==> src/rtl/core/atr_pkg.sv <==
// Shared types and constants for the accelerometer tilt ratio block.
// No dependencies; imported by every module under rtl/core.
package atr_pkg;

   // Input beat: one converter sample per axis
   typedef struct packed {
      logic [7:0] sample_x;
      logic [7:0] sample_y;
      logic [7:0] sample_z;
   } atr_req_type;

   // Result beat: one ratio of the pair
   typedef struct packed {
      logic              angle_id;
      logic signed [31:0] tilt_ratio;
      logic              zero_denominator;
      logic              last;
   } atr_rsp_type;

   // Divider status toward the sequencer
   typedef struct packed {
      logic done;
      logic ovf;
   } atr_div_status_type;

   // Axis codes
   localparam logic [1:0] AXIS_X = 2'd0;
   localparam logic [1:0] AXIS_Y = 2'd1;
   localparam logic [1:0] AXIS_Z = 2'd2;

   // Result pair codes: y over x,z first, then x over y,z
   localparam logic ID_Y_OVER_XZ = 1'b0;
   localparam logic ID_X_OVER_YZ = 1'b1;

   // Zero-g code after reset
   localparam logic [7:0] ZERO_G_RESET = 8'd127;

   // Q16.16 limits
   localparam logic [31:0] RATIO_POS_MAX = 32'h7FFF_FFFF;
   localparam logic [31:0] RATIO_NEG_MAX = 32'h8000_0000;

   // Fraction bits of the quotient
   localparam int FRAC_W = 16;
   localparam int QUO_W  = 32;

endpackage

==> src/rtl/core/accel_tilt_ratio_from_window_sums.sv <==
// Tilt ratio block top level: accumulator, shared squarer and divider sequencer.
// Depends on atr_pkg, atr_accum and atr_divider.
//
// Usage: req_ carries one x/y/z sample beat, accepted when req_valid is high
// and req_stall low. While a window fills, a beat is taken every cycle. The
// beat that completes WINDOW samples closes the window; the block then holds
// req_stall high while it works out the pair of results and delivers them.
// rsp_ delivers two beats per window: angle_id 0 (y over x,z) and then
// angle_id 1 (x over y,z, last set). Each ratio is signed Q16.16, saturated.
// Work per window close: offset removal, squaring of each axis in turn on one
// shared multiplier, sums, then per result an issue step, the divider
// (overflow check, 32 quotient bits, done flag) and an output step; req_stall
// stays high for the pair, plus any rsp_stall time. A zero denominator skips
// the divider. A result waits in the output register while rsp_stall is high;
// the block stalls the input until both results are taken. The user is to
// write zero_g_level over csr_ only while the block is idle; the block itself
// does not enforce it (csr_ready is always high). Reset clears the sums and
// counter and sets zero_g_level to 127.
module accel_tilt_ratio_from_window_sums import atr_pkg::*; #(
   parameter int WINDOW = 64
) (
   input  logic         clock,
   input  logic         reset,
   input  logic         req_valid,
   output logic         req_stall,
   input  atr_req_type  req_data,
   output logic         rsp_valid,
   input  logic         rsp_stall,
   output atr_rsp_type  rsp_data,
   input  logic         csr_valid,
   output logic         csr_ready,
   input  logic [7:0]   csr_data
);

   localparam int SUM_W = $clog2(255 * WINDOW + 1);
   localparam int NUM_W = 2 * SUM_W;
   localparam int DEN_W = NUM_W + 1;

   typedef enum logic [2:0] {
      S_IDLE,
      S_DEV,
      S_SQ,
      S_SUM,
      S_DIV,
      S_WAIT_DIV,
      S_OUT
   } seq_state_type;

   seq_state_type       state_ff;
   logic [7:0]          zero_g_ff;
   logic [SUM_W-1:0]    sums [3];
   logic                take;
   logic                close;
   logic                clear;
   logic [SUM_W-1:0]    mag_ff [3];
   logic                neg_ff [3];
   logic [NUM_W-1:0]    sq_ff [3];
   logic [DEN_W-1:0]    den_ff [2];
   logic [1:0]          axis_ff;
   logic                pair_ff;
   logic                rsp_valid_ff;
   atr_rsp_type         rsp_ff;
   logic [SUM_W-1:0]    offset_in;
   logic [SUM_W:0]      dev_in [3];
   logic [SUM_W-1:0]    mag_sel_in;
   logic [NUM_W-1:0]    prod_in;
   logic [NUM_W-1:0]    num_in;
   logic [DEN_W-1:0]    den_in;
   logic                neg_in;
   logic                div_start;
   logic [QUO_W-1:0]    quotient;
   atr_div_status_type  div_status;
   logic [QUO_W-1:0]    ratio_in;

   assign take      = req_valid && !req_stall;
   assign req_stall = (state_ff != S_IDLE);
   assign clear     = (state_ff == S_DEV);
   assign csr_ready = 1'b1;
   assign rsp_valid = rsp_valid_ff;
   assign rsp_data  = rsp_ff;

   // zero-g register
   always_ff @(posedge clock) begin
      if (reset) begin
         zero_g_ff <= ZERO_G_RESET;
      end else if (csr_valid && csr_ready) begin
         zero_g_ff <= csr_data;
      end
   end

   atr_accum #(
      .WINDOW (WINDOW),
      .SUM_W  (SUM_W)
   ) u_accum (
      .clock  (clock),
      .reset  (reset),
      .take   (take),
      .sample (req_data),
      .clear  (clear),
      .sums   (sums),
      .close  (close)
   );

   // offset removal, one shared squarer, operand select for the divider
   always_comb begin
      offset_in = SUM_W'(zero_g_ff) * SUM_W'(WINDOW);
      for (int i = 0; i < 3; i++) begin
         dev_in[i] = {1'b0, sums[i]} - {1'b0, offset_in};
      end
      mag_sel_in = mag_ff[axis_ff];
      prod_in    = NUM_W'(mag_sel_in) * NUM_W'(mag_sel_in);
      if (pair_ff == ID_Y_OVER_XZ) begin
         num_in = sq_ff[AXIS_Y];
         neg_in = neg_ff[AXIS_Y];
      end else begin
         num_in = sq_ff[AXIS_X];
         neg_in = neg_ff[AXIS_X];
      end
      den_in    = den_ff[pair_ff];
      div_start = (state_ff == S_DIV) && (den_in != '0);
      // sign and saturation of the quotient
      if (neg_in) begin
         if (div_status.ovf || (quotient > RATIO_NEG_MAX)) begin
            ratio_in = RATIO_NEG_MAX;
         end else begin
            ratio_in = '0 - quotient;
         end
      end else begin
         if (div_status.ovf || quotient[QUO_W-1]) begin
            ratio_in = RATIO_POS_MAX;
         end else begin
            ratio_in = quotient;
         end
      end
   end

   atr_divider #(
      .NUM_W (NUM_W),
      .DEN_W (DEN_W)
   ) u_divider (
      .clock    (clock),
      .reset    (reset),
      .start    (div_start),
      .num      (num_in),
      .den      (den_in),
      .quotient (quotient),
      .status   (div_status)
   );

   // window-close sequencer and result register
   always_ff @(posedge clock) begin
      if (reset) begin
         state_ff     <= S_IDLE;
         rsp_valid_ff <= 1'b0;
         axis_ff      <= AXIS_X;
         pair_ff      <= ID_Y_OVER_XZ;
      end else begin
         case (state_ff)
            S_IDLE: begin
               if (close) begin
                  state_ff <= S_DEV;
               end
            end
            S_DEV: begin
               for (int i = 0; i < 3; i++) begin
                  neg_ff[i] <= dev_in[i][SUM_W];
                  mag_ff[i] <= dev_in[i][SUM_W] ? SUM_W'(-dev_in[i]) : dev_in[i][SUM_W-1:0];
               end
               axis_ff  <= AXIS_X;
               state_ff <= S_SQ;
            end
            S_SQ: begin
               sq_ff[axis_ff] <= prod_in;
               if (axis_ff == AXIS_Z) begin
                  state_ff <= S_SUM;
               end else begin
                  axis_ff <= axis_ff + 1'b1;
               end
            end
            S_SUM: begin
               den_ff[ID_Y_OVER_XZ] <= DEN_W'(sq_ff[AXIS_X]) + DEN_W'(sq_ff[AXIS_Z]);
               den_ff[ID_X_OVER_YZ] <= DEN_W'(sq_ff[AXIS_Y]) + DEN_W'(sq_ff[AXIS_Z]);
               pair_ff              <= ID_Y_OVER_XZ;
               state_ff             <= S_DIV;
            end
            S_DIV: begin
               if (den_in == '0) begin
                  rsp_ff.angle_id         <= pair_ff;
                  rsp_ff.tilt_ratio       <= '0;
                  rsp_ff.zero_denominator <= 1'b1;
                  rsp_ff.last             <= pair_ff;
                  rsp_valid_ff            <= 1'b1;
                  state_ff                <= S_OUT;
               end else begin
                  state_ff <= S_WAIT_DIV;
               end
            end
            S_WAIT_DIV: begin
               if (div_status.done) begin
                  rsp_ff.angle_id         <= pair_ff;
                  rsp_ff.tilt_ratio       <= ratio_in;
                  rsp_ff.zero_denominator <= 1'b0;
                  rsp_ff.last             <= pair_ff;
                  rsp_valid_ff            <= 1'b1;
                  state_ff                <= S_OUT;
               end
            end
            S_OUT: begin
               if (!rsp_stall) begin
                  rsp_valid_ff <= 1'b0;
                  if (pair_ff == ID_Y_OVER_XZ) begin
                     pair_ff  <= ID_X_OVER_YZ;
                     state_ff <= S_DIV;
                  end else begin
                     state_ff <= S_IDLE;
                  end
               end
            end
            default: begin
               state_ff <= S_IDLE;
            end
         endcase
      end
   end

endmodule

==> src/rtl/core/atr_accum.sv <==
// Window accumulator: per-axis sample sums and window sample counter.
// Depends on atr_pkg.
module atr_accum import atr_pkg::*; #(
   parameter int WINDOW = 64,
   parameter int SUM_W  = 14
) (
   input  logic              clock,
   input  logic              reset,
   input  logic              take,
   input  atr_req_type       sample,
   input  logic              clear,
   output logic [SUM_W-1:0]  sums [3],
   output logic              close
);

   localparam int CNT_W = (WINDOW > 2) ? $clog2(WINDOW) : 1;

   logic [SUM_W-1:0] sum_ff [3];
   logic [CNT_W-1:0] count_ff;
   logic [7:0]       smp [3];

   assign smp[0] = sample.sample_x;
   assign smp[1] = sample.sample_y;
   assign smp[2] = sample.sample_z;

   // window closes on the beat that fills the last slot
   assign close = take && (count_ff == CNT_W'(WINDOW - 1));

   assign sums = sum_ff;

   // sums and counter
   always_ff @(posedge clock) begin
      if (reset) begin
         count_ff <= '0;
         for (int i = 0; i < 3; i++) begin
            sum_ff[i] <= '0;
         end
      end else begin
         if (clear) begin
            for (int i = 0; i < 3; i++) begin
               sum_ff[i] <= '0;
            end
         end else if (take) begin
            for (int i = 0; i < 3; i++) begin
               sum_ff[i] <= sum_ff[i] + SUM_W'(smp[i]);
            end
         end
         if (take) begin
            count_ff <= close ? '0 : count_ff + 1'b1;
         end
      end
   end

endmodule

==> src/rtl/core/atr_divider.sv <==
// Iterative restoring divider: (num << 16) / den, one quotient bit a cycle,
// with an up-front overflow check for quotients of 2^32 and above. Needs atr_pkg.
module atr_divider import atr_pkg::*; #(
   parameter int NUM_W = 28,
   parameter int DEN_W = 29
) (
   input  logic                clock,
   input  logic                reset,
   input  logic                start,
   input  logic [NUM_W-1:0]    num,
   input  logic [DEN_W-1:0]    den,
   output logic [QUO_W-1:0]    quotient,
   output atr_div_status_type  status
);

   localparam int CMP_W = DEN_W + FRAC_W;

   typedef enum logic [1:0] {
      D_IDLE,
      D_CHECK,
      D_RUN
   } div_state_type;

   div_state_type        state_ff;
   atr_div_status_type   status_ff;
   logic [NUM_W-1:0]     num_ff;
   logic [DEN_W-1:0]     den_ff;
   logic [DEN_W-1:0]     rem_ff;
   logic [QUO_W-1:0]     sh_ff;
   logic [QUO_W-1:0]     quo_ff;
   logic [4:0]           cnt_ff;
   logic [DEN_W:0]       trial_in;
   logic [DEN_W:0]       diff_in;
   logic                 fits_in;
   logic                 ovf_in;

   // one trial subtraction per cycle
   always_comb begin
      trial_in = {rem_ff, sh_ff[QUO_W-1]};
      diff_in  = trial_in - {1'b0, den_ff};
      fits_in  = trial_in >= {1'b0, den_ff};
      ovf_in   = CMP_W'(num_ff) >= {den_ff, {FRAC_W{1'b0}}};
   end

   assign quotient = quo_ff;
   assign status   = status_ff;

   // sequencer and datapath registers
   always_ff @(posedge clock) begin
      if (reset) begin
         state_ff  <= D_IDLE;
         status_ff <= '0;
      end else begin
         status_ff.done <= 1'b0;
         case (state_ff)
            D_IDLE: begin
               if (start) begin
                  num_ff   <= num;
                  den_ff   <= den;
                  state_ff <= D_CHECK;
               end
            end
            D_CHECK: begin
               if (ovf_in) begin
                  status_ff.done <= 1'b1;
                  status_ff.ovf  <= 1'b1;
                  quo_ff         <= '0;
                  state_ff       <= D_IDLE;
               end else begin
                  // high part of the shifted dividend is already below den
                  rem_ff         <= DEN_W'(num_ff >> FRAC_W);
                  sh_ff          <= {num_ff[FRAC_W-1:0], {(QUO_W - FRAC_W){1'b0}}};
                  cnt_ff         <= '1;
                  status_ff.ovf  <= 1'b0;
                  state_ff       <= D_RUN;
               end
            end
            D_RUN: begin
               rem_ff <= fits_in ? diff_in[DEN_W-1:0] : trial_in[DEN_W-1:0];
               quo_ff <= {quo_ff[QUO_W-2:0], fits_in};
               sh_ff  <= {sh_ff[QUO_W-2:0], 1'b0};
               cnt_ff <= cnt_ff - 1'b1;
               if (cnt_ff == '0) begin
                  status_ff.done <= 1'b1;
                  state_ff       <= D_IDLE;
               end
            end
            default: begin
               state_ff <= D_IDLE;
            end
         endcase
      end
   end

endmodule

==> config.mk <==
export PLATFORM = sky130hd
export DESIGN_NAME = accel_tilt_ratio_from_window_sums
export DESIGN_NICKNAME = d
export VERILOG_FILES = /design/src/rtl/core/atr_pkg.sv /design/src/rtl/core/accel_tilt_ratio_from_window_sums.sv /design/src/rtl/core/atr_accum.sv /design/src/rtl/core/atr_divider.sv
export SDC_FILE = /design/constraint.sdc
export NUM_CORES = 1
export LEC_CHECK = 0
export BUFFER_PORTS_ARGS = -buffer_cell sky130_fd_sc_hd__clkbuf_2
export CAP_MARGIN = 20
export CORE_ASPECT_RATIO = 2
export CORE_MARGIN = 5
export CORE_UTILIZATION = 58
export DETAILED_ROUTE_END_ITERATION = 16
export PLACE_DENSITY = 0.78
export SYNTH_ARGS = -nofsm -noshare
export SYNTH_HDL_FRONTEND = slang
export SYNTH_SLANG_ARGS = --single-unit
==> constraint.sdc <==
create_clock -name clock -period 7.87 [get_ports clock]
set_input_delay 0.3935 -clock clock [delete_from_list [all_inputs] [get_ports clock]]
set_output_delay 0.3935 -clock clock [all_outputs]
set_load 0.05 [all_outputs]
==> results.md <==
* Critical Path Sink: sq_ff[1][25]
* EDFF count, synth at 355
* PD cells at 157 nW/um^2
* CP Max Fanout at 10
* CP Data Arrival Time at 7.75 ns
* CORE AREA at 48400 um^2
* CTS tree: done
* CP required at a little over 8 ns
* GR Overflow Total at 0
* Synthesized instance count at between 2000 and 3000
* Fin crit share at 95.1%
* Cell area after layout at 30800 um^2
* Top Ports at 75
* Startpoint Class: flip-flop
* Largest net degree at the start of global routing at 83
* Max-cap viol count at 0
* Relative slew slack at 34.3%
* Area growth syn-to-layout at 8.91%
* CTS max path bufs at 3
* Pins Over Slew Limit at 0
* Internal power at 3.74 mW
* Hold WC Path Type: input pin to flip-flop
* Root Buffer Master: clkbuf_16
* Die ar. at 53600 um^2
* Outcome: complete, no violations
* CP max stage cell: fa_1
* CP Buf/Inv Count at 6
* Ant. Diodes at 0
* Setup bufs post-CTS at 0
* CP Class: flip-flop to flip-flop
* Slew at the pin closest to its max-slew limit at 0.981 ns
* Initial Util at 58.6%
* Synth unique cells at 76
* GRT Total Usage at 24.7%
* Clk pin slew, worst setup/hold paths at 0.07 ns
* Mean post-synth cell area at 10.5 um^2
* FMAX at 134 MHz
* Final setup violation count at 0
* Max stage delay on crit path at between 0.5 and 0.6 ns
* Fin Clk Skew at 0.0163 ns
* HPWL after DPL at roughly 54000 um
* Max VDD drop at 0.000174 V
* Clock share of power at 41.0%
* Width of the die at 166 um
* R2R depth at 26
* Final min period at 7.48 ns
* Vias at 20028
* Placer congestion estimate at slightly below 1
* Vias in the first global route at 21337
* Top_reg_cell synth: edfxtp_1
* Mapped Area at 28300 um^2
* Gate power share at 8.0%
* RSZ-0062 raised after global routing: no
* Setup_tns at 0 ns
* H-tree Lvls at 2
* # port buffers at 73
* Via/cell ratio at approximately 5.8
* Share of layout cells above drive strength 1 at between 10% and 20%
* Routed Antenna Nets at 0
* Worst-Skew Late Latency at 0.56 ns
* Switching Share at 23.0%
* Final nets at 3162
* Remaining DRCs at 0
* DRT iter0 DRCs at 1186
* Placed Area at 29500 um^2
* 1st-pass router iterations at 6
* Pleak at about 13 nW
* Reg2reg end: sq_ff[1][25]
* Net Switching at 1.12 mW
* Syn nets at 3093
* Crit path capture type: flip-flop
* Sequential share of the synthesized area at 42.6%
* Worst R2R Setup Slack at 0.39 ns
* Number of warning messages in the yosys log at 0
* Routed len/inst at 19.5 um
* Die span in y at 323 um
* Cell family with most CP delay: adder cells
* Ys async rst share at 0%
* Initial antenna violation count at 0
* Sequential fraction of design power at 51.0%
* Num CTS Buffers at 39
* Final Hold Viols at 0
* # rows at 114
* Synth Register Bits at approximately 430
* CP dominant cell by count: fa_1
* WL final at 66800 um
* Clock Sink Count at 425
* First-pass GRT wire length at 106000 um
* WP depth at 26
final cells by class:
cell class / count / area, um^2
clock buffers: 48 / 1050
clock inverters: 23 / 293
fillers: 3710 / 17500
inverters: 301 / 1130
multi-input cells: 1887 / 14900
flip-flops and latches: 425 / 12100
well taps: 638 / 798
repair buffers: 106 / 626
synth_stat cells (all sizes together) (17+ instances only):
master	count	area share [%]
a21o	52	1.4
o21bai	19	0.50
o21ai	105	1.9
mux2	80	3.2
dfxtp	70	4.9
ha	243	11
edfxtp	355	38
a21oi	167	3.0
o21a	29	0.77
nor4	21	0.49
nand3	18	0.32
nor2	232	3.1
xnor2	109	3.4
nand4	25	0.57
nand2	225	3.0
mux2i	38	1.3
clkbuf	68	0.90
fa	122	8.6
nand2b	17	0.38
xor2	77	2.4
nor3	62	1.1
a31oi	24	0.53
inv	300	4.0
nor2b	39	0.86
and2	41	0.91
a211oi	19	0.50
power groups by stage:
stage / Sequential [mW] / Combinational [mW] / Clock (mW)
global route: 2.48 / 0.429 / 2.11
CTS: 2.48 / 0.387 / 2.02
detailed placement: 2.53 / 0.384 / 0
finish: 2.48 / 0.386 / 1.99
floorplan: 2.52 / 0.289 / 0
global placement: 2.53 / 0.367 / 0
worst min-delay path, stage by stage:
cell and delay, ns:
clkbuf_2 0.08, nand2_1 0.04, o211ai_1 0.07
per-stage QoR:
stage	cells	util [%]	setup slack (ns)	hold WS, ns	total power [mW]
after floorplan	2691	-	0.238	0.406	2.81
after global placement	3356	61.0	0.479	0.467	2.89
after detailed placement	3356	61.0	0.286	0.477	2.91
after CTS	3427	63.7	0.251	0.0544	4.88
after global routing	3428	63.8	0.0770	0.0767	5.02
final	3428	63.8	0.388	0.0715	4.86
how the worst min path moves through the flow:
| stage | startpoint | slack, ns | end | depth (start not counted) |
|---|---|---|---|---|
| after floorplan | pair_ff | 0.41 | rsp_data[34] | 0 |
| after global placement | u_divider.state_ff[1] | 0.47 | u_divider.state_ff[1] | 2 |
| after detailed placement | u_divider.state_ff[1] | 0.48 | u_divider.state_ff[1] | 2 |
| after CTS | csr_data[1] | 0.05 | zero_g_ff[1] | 3 |
| after global routing | csr_data[6] | 0.08 | zero_g_ff[6] | 3 |
| final | csr_data[1] | 0.07 | zero_g_ff[1] | 3 |
flip-flops by register name (all words and copies together), names as in the netlist, 3 cells and up, named ones only:
| register | count |
|---|---|
| zero_g_ff | 8 |
| state_ff | 3 |
| u_divider.rem_ff | 29 |
| rsp_data | 34 |
| u_divider.sh_ff | 16 |
| u_divider.quotient | 32 |
| sq_ff | 81 |
| mag_ff | 42 |
| u_divider.num_ff | 27 |
| u_divider.cnt_ff | 5 |
| u_accum.sums | 42 |
| den_ff | 58 |
| u_divider.den_ff | 29 |
| u_accum.count_ff | 6 |
per-layer routing:
layer / vias up / wire length (um) / part of all wire, % / GRT usage (%)
met2: 515 / 38600 / 58 / 50.6
met4: 0 / 6570 / 9.8 / 20.0
met1: 9722 / 19800 / 30 / 20.6
met3: 279 / 1870 / 2.8 / 2.44
li1: 9512 / - / - / -
met5: - / 0 / 0 / 0
cells in the final DEF (no fill, tap or decap), types with 7 or more instances in the layout:
master / netlist / routed
clkbuf_2: 0 / 73
mux2_2: 78 / 78
a221oi_1: 12 / 12
and2_1: 40 / 40
dfxtp_1: 70 / 68
a31oi_1: 24 / 24
fa_1: 122 / 122
nor2_1: 231 / 230
o21a_1: 29 / 29
a21boi_0: 8 / 8
o211ai_1: 13 / 13
o21ai_0: 73 / 72
clkinv_2: 0 / 7
nand4_1: 24 / 24
nor4_1: 20 / 18
nor3_1: 59 / 57
a21oi_1: 166 / 165
inv_1: 297 / 297
xnor2_1: 109 / 109
a211oi_1: 19 / 19
o31ai_1: 8 / 8
o22ai_1: 7 / 7
nor2b_1: 39 / 39
nand3_1: 18 / 18
nand2_1: 225 / 225
nand3b_1: 10 / 10
mux2i_1: 38 / 38
ha_1: 243 / 242
a21o_1: 52 / 52
clkbuf_16: 0 / 40
xor2_1: 77 / 77
buf_4: 2 / 32
o21bai_1: 19 / 19
o21ai_1: 32 / 31
or3_1: 8 / 8
edfxtp_1: 355 / 355
nand2b_1: 17 / 17
cells by family after synthesis:
family / Yosys count / share of synthesized area (%)
muxes: 118 / 4.52
other: 1 / 0.0132
DFF: 425 / 42.6
and+or+nand+nor: 727 / 12.0
xor gates and xnor gates: 186 / 5.75
AOI/OAI and AO/OA: 490 / 10.6
buffers and inverters: 379 / 5.07
adders and majority gates: 365 / 19.4
what timing repair did:
item	4_1_cts	5_1_grt
resized for setup	0	2
endpoints found under the hold margin	0	0
setup endpoints to repair	0	12
hold buffers	0	0
No activity file was read; power rests on OpenSTA's default activity.
